[src/hdl/tsi_pkg.sv]
// Shared types and constants for the true strength index unit.
// No dependencies; imported by every module of the block.
package tsi_pkg;

   // Defaults for the top-level parameters
   localparam int PRICE_WIDTH_DEFAULT = 32;
   localparam int ALPHA_FRAC_DEFAULT  = 16;

   // Smoothing factor reset values, given in Q0.16
   localparam int ALPHA_RESET_FRAC    = 16;
   localparam int FIRST_ALPHA_RESET   = 5041;
   localparam int SECOND_ALPHA_RESET  = 9362;

   // Configuration register indexes
   localparam int CSR_INDEX_WIDTH = 2;
   localparam logic [CSR_INDEX_WIDTH-1:0] CSR_FIRST_ALPHA  = 2'd0;
   localparam logic [CSR_INDEX_WIDTH-1:0] CSR_SECOND_ALPHA = 2'd1;

   // Index output format: signed Q7.16, full scale +-100
   localparam int INDEX_WIDTH  = 24;
   localparam int INDEX_FRAC   = 16;
   localparam int HUNDRED_BITS = 7;
   localparam int QUOT_BITS    = HUNDRED_BITS + INDEX_FRAC;
   localparam logic [INDEX_WIDTH-1:0] INDEX_FULL = 24'd6553600;
   localparam logic [HUNDRED_BITS-1:0] SCALE_HUNDRED = 7'd100;

   // What the front end hands to the back end for each transaction
   typedef enum logic {
      ITEM_SKIP = 1'b0,   // result is invalid, state untouched
      ITEM_MOVE = 1'b1    // carries a momentum sample
   } item_kind_type;

endpackage

[src/hdl/tsi_front.sv]
// Front end: accepts price transactions, tracks the previous price and
// classifies each sample into a skip or a momentum entry. Uses tsi_pkg.
module tsi_front
   import tsi_pkg::*;
#(
   parameter int PRICE_WIDTH = PRICE_WIDTH_DEFAULT
) (
   input  logic                   clock,
   input  logic                   reset,
   input  logic                   req_valid,
   output logic                   req_ready,
   input  logic [PRICE_WIDTH-1:0] req_price,
   input  logic                   req_price_missing,
   output logic                   push_valid,
   input  logic                   push_ready,
   output logic [PRICE_WIDTH+1:0] push_data
);

   localparam int MW = PRICE_WIDTH + 1;

   logic signed [PRICE_WIDTH-1:0] last_price_ff;
   logic                          have_last_ff;
   logic signed [MW-1:0]          momentum;
   item_kind_type                 kind;
   logic                          accept;

   assign req_ready  = push_ready;
   assign push_valid = req_valid;
   assign accept     = req_valid && req_ready;

   assign momentum = MW'(signed'(req_price)) - MW'(last_price_ff);
   assign kind     = (req_price_missing || !have_last_ff) ? ITEM_SKIP : ITEM_MOVE;
   assign push_data = {kind, momentum};

   always_ff @(posedge clock) begin
      if (accept && !req_price_missing) begin
         last_price_ff <= req_price;
      end
      if (reset) begin
         have_last_ff <= 1'b0;
      end else if (accept && !req_price_missing) begin
         have_last_ff <= 1'b1;
      end
   end

endmodule

[config.mk]
export PLATFORM = sky130hd
export DESIGN_NAME = tsi_front
export DESIGN_NICKNAME = d
export VERILOG_FILES = /design/src/hdl/tsi_pkg.sv /design/src/hdl/tsi_front.sv
export SDC_FILE = /design/constraint.sdc
export NUM_CORES = 1
export LEC_CHECK = 0
export BUFFER_PORTS_ARGS = -buffer_cell sky130_fd_sc_hd__buf_4
export CAP_MARGIN = 10
export CORE_AREA = 2 2 65 97
export DETAILED_ROUTE_END_ITERATION = 10
export DIE_AREA = 0 0 67 99
export PLACE_DENSITY = 0.74
export SETUP_SLACK_MARGIN = 0.02
export SYNTH_ARGS = -nofsm -noshare
export SYNTH_HDL_FRONTEND = slang
export SYNTH_SLANG_ARGS = --single-unit
[constraint.sdc]
create_clock -name clock -period 4.7 [get_ports clock]
set_clock_uncertainty 0.2 [all_clocks]
set_input_delay 0.94 -clock clock [delete_from_list [all_inputs] [get_ports clock]]
set_output_delay 0.94 -clock clock [all_outputs]
set_load 0.01 [all_outputs]
== After elaboration in Yosys (flattened, before gate mapping) ==
Cells that the tools add are included.

* Reductions and logical operators: 5
* Muxes and demuxes: 1
* Add/subtract/negate cells: 1

{| class="wikitable"
|+ Operators by type and width
! kind !! number
|-
| $sub 32x32->33 || 1
|-
| $logic_and 1x1->1 || 2
|-
| $logic_not 1->1 || 2
|-
| $logic_or 1x1->1 || 1
|-
| $mux 1 || 1
|}

* Logic and storage cells: 9
* Output and inout port bits: 36
* Flip-flop bits (word level): 33
* Input port bits: 37

== Depth between registers and ports, before layout ==
* Depth in word-level cells: 3
* Gate-level depth with buffers: 11
* Depth with buffers taken out: 11

== Worst setup path after synthesis ==
No wires, ideal clock.

* Path type: input -> output
* Start point: input req_price[15]
* End point: output push_data[30]
* Path buffers: 0
* Data required time: 3.560 ns
* Arrival: 2.862 ns
* Stages: 9
* Slack: 0.698 ns
* Cells stage by stage: ha_1 a21o_1 a2111oi_2 o41ai_1 or4_1 a21oi_2 o31ai_1 a21oi_2 xnor2_1

* Word-level cells in the longest chain between the ends: 1

{| class="wikitable"
|+ RTL lines
! what !! RTL line !! RTL
|-
| start, declared || tsi_front.sv:12 || <nowiki>input logic [PRICE_WIDTH-1:0] req_price,</nowiki>
|-
| $sub 32x32->33 || tsi_front.sv:31 || <nowiki>assign momentum = MW'(signed'(req_price)) - MW'(last_price_ff);</nowiki>
|-
| end, declared || tsi_front.sv:16 || <nowiki>output logic [PRICE_WIDTH+1:0] push_data</nowiki>
|}

No other way between the ends.

== Worst setup path in the final report ==
Same ends and word-level chain as after synthesis.

==> flow_metrics.env <==
export IMPL_tightest_slew_ps=652
export IMPL_clock_tree_htree_level_count=2
export IMPL_synth_largest_area_cell="edfxtp_1"
export IMPL_num_vias=2495
export IMPL_min_path_type="reg -> reg"
export IMPL_yosys_top_cells_area="edfxtp_1 (34%), ha_1 (14%), xnor2_1 (5.9%)"
export IMPL_outcome="finished, final reports clean"
export IMPL_netlist_instances=315
export IMPL_synth_area_mm2=0.00281
export IMPL_grt_max_degree=34
export IMPL_design_portCount=73
export IMPL_critPathLaunchType="input pin"
export IMPL_critPathBufInv=2
export IMPL_timing_max_slew_rel_slack_pct=56.2
export IMPL_timing_max_cap_violations=0
export IMPL_post_cts_repair_setup_buffers=0
export IMPL_timing_critical_path_required_ps=3560
export IMPL_floorplan_initialDensity_pct=48.6
export IMPL_cpPeakStageDelay_ps=430
export IMPL_worst_setup_hold_path_clk_slew_ps=80
export IMPL_timing_final_max_slew_violations=0
export IMPL_critPathCaptureType="primary output"
export IMPL_final_net_count=463
export IMPL_area_delta_synth_final_pct=26.9
export IMPL_clockRootBuffer="clkbuf_8"
export IMPL_cts_tree="done"
export IMPL_post_cts_resize_count=0
export IMPL_unique_masters_post_synth=40
export IMPL_fp_dieW_um=67
export IMPL_fin_setup_tns_ps=0
export IMPL_route_detailed_drc=0
export IMPL_placedInstanceArea_mm2=0.00345
export IMPL_dp_slack_ps=327
export IMPL_static_leakage_power_uw=0.00168
export IMPL_grt_antenna_before_repair=0
export IMPL_antenna_left=0
export IMPL_detail_route_iter0_violations=106
export IMPL_antenna_diode_count=0
export IMPL_globalRoute_totalOverflow=0
export IMPL_timing_critical_path_fanout_max=6
export IMPL_globalRouteTotalUtil_pct=21.1
export IMPL_cts_sinks=33
export IMPL_vias_per_cell=5.35
export IMPL_power_density_mw_per_mm2=289
export IMPL_synth_top_cell_area_share_pct=34.2
export IMPL_cts_hold_repair_buffers=0
export IMPL_layout_worst_path_cycle_share_pct=93.1
export IMPL_cp_data_arrival_time_ps=3230
export IMPL_worst_path_dominant_cell_family="compound AO/OA/AOI/OAI gates"
export IMPL_synthesis_yosys_warnings=0
export IMPL_placeableCoreArea_mm2=0.00579
export IMPL_post_synth_edffs=32
export IMPL_drive_gt1_share_pct=23.4
export IMPL_worstSkewPairLatency_ps=290
export IMPL_synth_ff_latch_count=33
export IMPL_synthesis_nets=385
export IMPL_fmaxAchievable_mhz=229
export IMPL_final_hold_viol_count=0
export IMPL_numPortBuffers=72
export IMPL_worst_hold_slack_ps=267
export IMPL_finish_utilization_pct=61.6
export IMPL_cts_buffer_depth=2
export IMPL_postLayoutCellArea_mm2=0.00356
export IMPL_place_gp_congestion=0.849
export IMPL_unrepaired_setup_endpoints_after_global_routing="false"
export IMPL_final_min_clock_period_ps=4370
export IMPL_crit_chain="buf_4, ha_1, a21o_1, a2111oi_2, o41ai_1, or4_1, a21oi_2, o31ai_1, a21oi_2, xnor2_1, buf_4"
export IMPL_fp_dieArea_mm2=0.00663
export IMPL_wire_per_inst_um=14.6
export IMPL_cts_made_buffers=5
export IMPL_rows=34
export IMPL_totalWireLength_um=6780
export IMPL_grt_pass1_vias=2468
export IMPL_avgSynthCellArea_um2=8.92
export IMPL_die_height_um=99
export IMPL_peak_supply_drop_v=0.000188
export IMPL_grt_pass1_wl_um=10800
export IMPL_detailedPlacementHpwl_um=5440
export IMPL_tritonroute_pass_1_iters=4
export IMPL_worst_path_cell_with_the_longest_stage_delay="or4_1"
export IMPL_finalWorstSetupSlack_ps=326
export IMPL_ys_seq_area_share_pct=34.9
export IMPL_regToRegSetupSlack_ps=3950
export IMPL_worstSetupPathType="in -> out"
export IMPL_synth_top_flop_cell="edfxtp_1"
export IMPL_synth_async_sr_flop_share_pct=0
export IMPL_setup_violations_final=0
-- through the flow --
step,power (uW),instances
6_report,1030,466
4_1_cts,1040,466
5_1_grt,1090,466
3_3_place_gp,749,458
3_5_place_dp,751,458
2_1_floorplan,583,315
-- cell usage after synthesis (all sizes together), types with 3 or more instances --
master   count
o2111ai      3
nand3       10
clkbuf       3
o21a         5
nor2        22
a31oi        5
buf          4
a21o         9
inv         44
xor2        11
a21oi       35
nor3         8
xnor2       19
o21ai       14
nand2       21
edfxtp      32
o211ai       3
nor2b        4
ha          32
and3         3
o21bai       5
-- report_power, final --
| part | switching (uW) | leakage [uW] | internal (uW) |
|---|---|---|---|
| Sequential | 3.86 | 0.000302 | 338 |
| Combinational | 209 | 0.00132 | 195 |
| Clock | 113 | 0.0000585 | 173 |
| Total | 325 | 0.00168 | 706 |
-- cell families (layout without fill, tap and decap cells) --
logic type	after synthesis	count (layout)	share of synthesized area (%)
and+or+nand+nor	77	77	12.7
adders and majority gates	33	33	15.0
xor gates and xnor gates	30	30	9.35
AOI/OAI and AO/OA	91	91	20.8
buffers and inverters	51	130	7.26
DFF	33	33	34.9
-- metal layers --
| layer | track usage (%) | share of wire [%] |
|---|---|---|
| met2 | 38.8 | 54 |
| met1 | 23.0 | 40 |
| met3 | 2.97 | 4.0 |
| met5 | 0 | 0 |
| met4 | 9.26 | 2.6 |
-- tightest hold or removal path, delay by kind of cell, from the launching register on --
kind	cells	cell delay [ps]
AND/OR/NAND/NOR	2	120
flip-flops	1	330
-- cells in the final DEF, fill, tap and decap left out, drive strengths merged, types with 3 or more instances in the layout --
cell and count:
a21o 9, a21oi 35, a31oi 5, and3 3, buf 78, clkbuf 7, edfxtp 32, ha 32
inv 44, nand2 21, nand3 10, nor2 22, nor2b 4, nor3 8, o2111ai 3, o211ai 3
o21a 5, o21ai 14, o21bai 5, xnor2 19, xor2 11
-- worst paths after layout --
| path | from | endpoint | cells after the start |
|---|---|---|---|
| worst max-delay path | req_price[15] | push_data[30] | 11 |
| worst min-delay path | have_last_ff | have_last_ff | 2 |
| worst max register to register | have_last_ff | have_last_ff | 2 |
| worst min register to register | have_last_ff | have_last_ff | 2 |
-- final cells by class --
class / instances / area, um2
clock buffers: 7 / 86.3
fillers: 551 / 2220
flip-flops and latches: 33 / 981
inverters: 44 / 165
multi-input cells: 231 / 1630
repair buffers: 78 / 586
well taps: 72 / 90.1
clock inverters: 1 / 30.0
-- sequential cells by signal, indices dropped and copies added (netlist names) --
name,count
last_price_ff,32
have_last_ff,1
No activity file was read; power rests on OpenSTA's default activity.
