===== config.mk =====
export PLATFORM = sky130hd
export DESIGN_NAME = tsi_queue
export DESIGN_NICKNAME = d
export VERILOG_FILES = /design/src/hdl/tsi_pkg.sv /design/src/hdl/tsi_queue.sv
export SDC_FILE = /design/constraint.sdc
export NUM_CORES = 1
export LEC_CHECK = 0
export BUFFER_PORTS_ARGS = -buffer_cell sky130_fd_sc_hd__buf_2
export CAP_MARGIN = 15
export CORE_ASPECT_RATIO = 1.2
export CORE_MARGIN = 5
export CORE_UTILIZATION = 40
export DETAILED_ROUTE_END_ITERATION = 8
export REMOVE_ABC_BUFFERS = 1
export SYNTH_ARGS = -nofsm -noshare
export SYNTH_HDL_FRONTEND = slang
export SYNTH_SLANG_ARGS = --single-unit

===== constraint.sdc =====
create_clock -name clock -period 2.3 [get_ports clock]
set_input_delay 0 -clock clock [delete_from_list [all_inputs] [get_ports clock]]
set_output_delay 0 -clock clock [all_outputs]
set_load 0.03 [all_outputs]

===== src/hdl/tsi_pkg.sv =====
// Shared types and constants for the true strength index unit.
// No dependencies; imported by every module of the block.
package tsi_pkg;

   // Defaults for the top-level parameters
   localparam int PRICE_WIDTH_DEFAULT = 32;
   localparam int ALPHA_FRAC_DEFAULT  = 16;

   // Smoothing factor reset values, given in Q0.16
   localparam int ALPHA_RESET_FRAC    = 16;
   localparam int FIRST_ALPHA_RESET   = 5041;
   localparam int SECOND_ALPHA_RESET  = 9362;

   // Configuration register indexes
   localparam int CSR_INDEX_WIDTH = 2;
   localparam logic [CSR_INDEX_WIDTH-1:0] CSR_FIRST_ALPHA  = 2'd0;
   localparam logic [CSR_INDEX_WIDTH-1:0] CSR_SECOND_ALPHA = 2'd1;

   // Index output format: signed Q7.16, full scale +-100
   localparam int INDEX_WIDTH  = 24;
   localparam int INDEX_FRAC   = 16;
   localparam int HUNDRED_BITS = 7;
   localparam int QUOT_BITS    = HUNDRED_BITS + INDEX_FRAC;
   localparam logic [INDEX_WIDTH-1:0] INDEX_FULL = 24'd6553600;
   localparam logic [HUNDRED_BITS-1:0] SCALE_HUNDRED = 7'd100;

   // What the front end hands to the back end for each transaction
   typedef enum logic {
      ITEM_SKIP = 1'b0,   // result is invalid, state untouched
      ITEM_MOVE = 1'b1    // carries a momentum sample
   } item_kind_type;

endpackage


===== src/hdl/tsi_queue.sv =====
// Two-entry FIFO decoupling the front end from the back end.
// Depends on tsi_pkg (for the default data width).
module tsi_queue
   import tsi_pkg::*;
#(
   parameter int DATA_WIDTH = PRICE_WIDTH_DEFAULT + 2
) (
   input  logic                  clock,
   input  logic                  reset,
   input  logic                  push_valid,
   output logic                  push_ready,
   input  logic [DATA_WIDTH-1:0] push_data,
   output logic                  pop_valid,
   input  logic                  pop_ready,
   output logic [DATA_WIDTH-1:0] pop_data
);

   localparam int DEPTH = 2;
   localparam int PTR_W = $clog2(DEPTH);

   logic [DATA_WIDTH-1:0] store_ff [DEPTH];
   logic [PTR_W-1:0]      wr_ptr_ff;
   logic [PTR_W-1:0]      rd_ptr_ff;
   logic [PTR_W:0]        count_ff;
   logic                  do_push;
   logic                  do_pop;

   assign push_ready = (count_ff != (PTR_W+1)'(DEPTH));
   assign pop_valid  = (count_ff != '0);
   assign pop_data   = store_ff[rd_ptr_ff];
   assign do_push    = push_valid && push_ready;
   assign do_pop     = pop_valid && pop_ready;

   always_ff @(posedge clock) begin
      if (do_push) begin
         store_ff[wr_ptr_ff] <= push_data;
      end
      if (reset) begin
         wr_ptr_ff <= '0;
         rd_ptr_ff <= '0;
         count_ff  <= '0;
      end else begin
         if (do_push) begin
            wr_ptr_ff <= wr_ptr_ff + 1'b1;
         end
         if (do_pop) begin
            rd_ptr_ff <= rd_ptr_ff + 1'b1;
         end
         if (do_push && !do_pop) begin
            count_ff <= count_ff + 1'b1;
         end else if (do_pop && !do_push) begin
            count_ff <= count_ff - 1'b1;
         end
      end
   end

endmodule


* After elaboration in Yosys (flattened, before gate mapping)
Memories as Yosys holds them, arrays and structs flattened. A register that Yosys moved wholly into a read port is not among the register bits.
Index checks and enable logic that the tools add are counted.
** Operators by class
- Multiply operators :: 0
- Div/mod/pow operators :: 0
- Muxes and demuxes :: 6
- Add/subtract/negate cells :: 4
- Shift-type cells :: 0
- Reductions and logical operators :: 8
- Eq/ne operators :: 1
- Bitwise operators :: 0
- $lt $le $gt $ge :: 0
** Operators by type and width (number)
- 1-bit logical AND :: 4
- 1-bit 2-to-1 mux :: 4
- 2-bit 2-to-1 mux :: 2
- 2-bit nonzero test :: 2
- 1-bit adder (second input constant) :: 2
- 2-bit by 1-bit adder with 2-bit output (second input constant) :: 1
- 1-bit zero test :: 2
- 2-bit != test (second input constant) :: 1
- 2-bit by 1-bit subtractor with 2-bit output (second input constant) :: 1
** Word-level totals
- Memory bits (writable) :: 68
- Register bits :: 4
- Bits in read-only memories :: 0
- Memories kept :: 1
- Input bits :: 38
- Output and inout port bits :: 36
- Word-level logic and storage cells :: 23
- Bits in latches :: 0
** Memory list
- store_ff :: depth 2, width 34, read ports 1, clocked after Yosys merged registers in 1, wr ports 1, line tsi_queue.sv:21 : logic [DATA_WIDTH-1:0] store_ff [DEPTH];

* Depth between registers and ports, before layout
- Depth in word-level cells :: 6
- Gate-level depth with buffers :: 6
- Depth with buffers taken out :: 6

* Worst setup path before layout
Ideal clock, no wire load.
- Path type :: flip-flop to flip-flop
- From :: register count_ff[0]
- To :: memory store_ff[1][0] (netlist bit), enable pin
- Stages on the path, launching flop included :: 3
- Arrival time :: 1.690 ns
- Buffers on the path :: 0
- Period minus slack after synthesis :: 2.084 ns
- Required time :: 1.906 ns
- Setup slack :: 0.216 ns
- Setup time :: 0.394 ns
- Cells stage by stage :: dfxtp_1 > nand2b_1 > and3_1
** On the way
- Longest elaborated chain between the ends :: 4
** RTL lines
- from (decl) :: line tsi_queue.sv:24 : logic [PTR_W:0] count_ff;
- from (signal assigned) :: line tsi_queue.sv:50 : count_ff <= count_ff + 1'b1;
- from (signal assigned) :: line tsi_queue.sv:52 : count_ff <= count_ff - 1'b1;
- 2-bit != test :: line tsi_queue.sv:28 : assign push_ready = (count_ff != (PTR_W+1)'(DEPTH));
- named net push_ready :: line tsi_queue.sv:11 : output logic push_ready,
- 1-bit logical AND :: line tsi_queue.sv:31 : assign do_push = push_valid && push_ready;
- 1-bit 2-to-1 mux :: line tsi_queue.sv:35 : if (do_push) begin
- 1-bit 2-to-1 mux (not written as such) :: line tsi_queue.sv:36 : store_ff[wr_ptr_ff] <= push_data;
- to (decl) :: line tsi_queue.sv:21
The timed path passes the listed nets, and every way through them passes these cells.

* Worst setup path after layout
- From :: register count_ff[0]
- To :: register count_ff[1]
** On the way
- Longest elaborated chain between the ends :: 5
- Elaborated cells on any way between the ends :: 13
- Classes of those cells :: add/sub: 2; eq/ne: 1; mux: 2; reduce/logical: 8
** RTL lines
- 2-bit != test (*) :: line tsi_queue.sv:28
- 1-bit logical AND (*) :: line tsi_queue.sv:31
- named net do_push :: line tsi_queue.sv:25 : logic do_push;
- 1-bit zero test :: line tsi_queue.sv:51 : end else if (do_pop && !do_push) begin
- 1-bit logical AND :: line tsi_queue.sv:51
- 2-bit nonzero test (no source line)
Mark *: on every way through the listed nets, which the timed path passes. The rest lies on a longest branch. The select of a mux whose other input is x is not followed.
A chain may end at the register's enable or synchronous reset.

==> results.json <==
{
  "wl_met1_um": 1970,
  "maxSlewHeadroom_pct": 68.5,
  "swShare_pct": 31.9,
  "syn_area_per_cell_um2": 20.6,
  "yosys.area.top_type": "edfxtp_1",
  "synth_commonest_cells": "edfxtp_1 (68), mux2_2 (34), dfxtp_1 (5)",
  "cp_max_fo": 5,
  "cts_buffers": 9,
  "n_fill_cell": 531,
  "ctsLongestPathBuffers": 2,
  "antenna_found_initial": 0,
  "clock-sinks": 73,
  "p_int_uw": 2740,
  "fmax_ghz": 0.611,
  "power_leakage_uw": 0.00142,
  "cp.required_ns": 2.57,
  "firstDrtPassIters": 4,
  "clk_latency_ns": 0.34,
  "coreArea_um2": 6490,
  "num_io_pins": 74,
  "cts.clk_slew.worst_paths_ns": 0.07,
  "yosysTopAreaCellShare_pct": 76.4,
  "startpoint_type": "flip-flop",
  "critPathKind": "reg2reg",
  "cts_root_buffer": "clkbuf_8",
  "max_cap_viol_count": 0,
  "ys_warn_count": 0,
  "vdd.ir_drop.worst_mv": 0.750,
  "cts_tree": "built",
  "final_antenna_net_count": 0,
  "antenna_cells": 0,
  "globalplace.congestion": 0.676,
  "hold_viol": 0,
  "wl_met2_um": 2580,
  "hold_path_class": "in2reg",
  "final.setup.tns_ns": 0,
  "setup_violations": 0,
  "clock_skew_ns": 0.00614,
  "areaGrowthSynthToFinish_pct": 39.8,
  "slew_violations": 0,
  "comb_power_share_pct": 31.8,
  "overflow": 0,
  "worst_path_max_delay_cell": "dfxtp_1",
  "seq_area_frac_synth_pct": 80.1,
  "cpPeakStageDelay_ns": 0.35,
  "path_buf_inv": 0,
  "top_layer": "met4",
  "period_minus_slack_ns": 1.64,
  "status": "finished, final reports clean",
  "yosysUniqueCellTypes": 18,
  "worstMarginPinSlew_ns": 0.472,
  "end_kind": "flip-flop",
  "gr-usage-all-layers_pct": 12.4,
  "path_cells": "nand2b_1 -> and2_1 -> ha_1 -> or3_1 -> a21oi_1",
  "synth_top_flop_cell": "edfxtp_1",
  "die_h_um": 99.5,
  "p_clk_share_pct": 25.7,
  "numPortBuffers": 73,
  "drt_wl_total_um": 4900,
  "synth_most_common_cell": "edfxtp_1",
  "num_vias": 1505,
  "ys_seq_elements": 73,
  "grt_start_max_net_pins": 35,
  "finalCritPeriodShare_pct": 71.2,
  "route.met3.wl_um": 255,
  "async_flop_share_pct": 0,
  "synthTopCellsByArea": "edfxtp_1 (76%), mux2_2 (14%), dfxtp_1 (3.7%)",
  "drt_iter0_markers": 58,
  "dieWidth_um": 84.6,
  "viasPerCell": 4.44,
  "p_per_area_nw_per_um2": 1080,
  "rsz0062_at_grt": "no",
  "wl_per_cell_um": 14.5,
  "fin_hold_ws_ns": 0.123,
  "place_hpwl_um": 3090,
  "p_sw_uw": 1290,
  "crit_family": "simple AND/OR/NAND/NOR gates",
  "crit_arrival_ns": 1.91,
  "start_util_pct": 41.2,
  "cts_setup_buffers": 0,
  "nets": 288,
  "seqPwrFrac_pct": 42.4,
  "drc": 0,
  "syn-instance-count": 130,
  "fp.dieArea_um2": 8420,
  "grt_pass1_wl_um": 7870,
  "cts.htree.levels": 3,
  "synth_edf_count": 68,
  "drive_above_1_share_pct": 50.0,
  "rows": 32,
  "grt_pass1_vias": 1668,
  "syn-cell-area_um2": 2670
}
## power by group through the flow
stage | clock [uW] | sequential [uW] | combinational, uW
global route | 1130 | 1730 | 1360
global placement | 0 | 1730 | 1250
detailed placement | 0 | 1740 | 1260
CTS | 1080 | 1710 | 1310
floorplan | 0 | 1790 | 835
finish | 1040 | 1710 | 1280
## worst register-to-register path: stages (launching register included)
cell and delay [ns]:
dfxtp_1 0.35, nand2b_1 0.21, and2_1 0.19, ha_1 0.33
or3_1 0.35, a21oi_1 0.14
## layout make-up
type                            instances  area, um^2  area share, %
Sequential cell                        73        2140           57.3
Timing Repair Buffer                  112         773           20.7
Multi-Input combinational cell         52         503           13.5
Clock buffer                            9         124           3.31
Tap cell                               85         106           2.85
Clock inverter                          7        85.1           2.28
Inverter                                1        3.75          0.100
## what timing repair did
item	4_1_cts	5_1_grt
resized for setup	0	0
hold buffers	36	0
setup endpoints to repair	0	0
endpoints found under the hold margin	73	0
## final timing paths
| kind | startpoint | end | slack [ns] | depth (start not counted) |
|---|---|---|---|---|
| max | count_ff[0] | count_ff[1] | 0.66 | 5 |
| min | pop_ready | flip-flop | 0.12 | 4 |
| min reg2reg | rd_ptr_ff | flip-flop | 0.51 | 2 |
| max reg2reg | count_ff[0] | count_ff[1] | 0.66 | 5 |
## per-stage QoR
stage / total power [uW] / instance area [um^2] / setup WS [ns] / std cells / utilization [%]
floorplan: 2620 / 2650 / 0.216 / 126 / -
global placement: 2990 / 3170 / 0.736 / 287 / 48.8
detailed placement: 3000 / 3170 / 0.669 / 287 / 48.8
CTS: 4100 / 3740 / 0.612 / 339 / 57.6
global route: 4220 / 3740 / 0.541 / 339 / 57.6
finish: 4030 / 3740 / 0.663 / 339 / 57.6
## sequential cells by signal, indices dropped and copies added (netlist names), named ones only
signal and flops:
store_ff 68, wr_ptr_ff 1, rd_ptr_ff 1, count_ff 2
## metal layers
layer	track usage (%)	up-vias
li1	-	739
met1	14.0	713
met2	21.2	43
met3	3.56	10
met4	6.58	0
met5	0	-
## layout by cell type (no fill, tap or decap), drive strengths merged, types with 3 or more instances in the layout
cell type and n:
buf 76, edfxtp 68, dlygate4sd3 36, mux2 34, clkbuf 9, dfxtp 5, clkinv 4, xor2 3
nor2 3
## cells by family after synthesis
| family | after synthesis | share of synthesized area [%] |
|---|---|---|
| and+or+nand+nor | 9 | 1.87 |
| xor gates and xnor gates | 3 | 0.983 |
| adders and majority gates | 1 | 0.468 |
| AOI/OAI and AO/OA | 5 | 1.12 |
| muxes | 34 | 14.3 |
| DFF | 73 | 80.2 |
| buffers and inverters | 5 | 1.08 |
(Power assumes the default switching activity.)
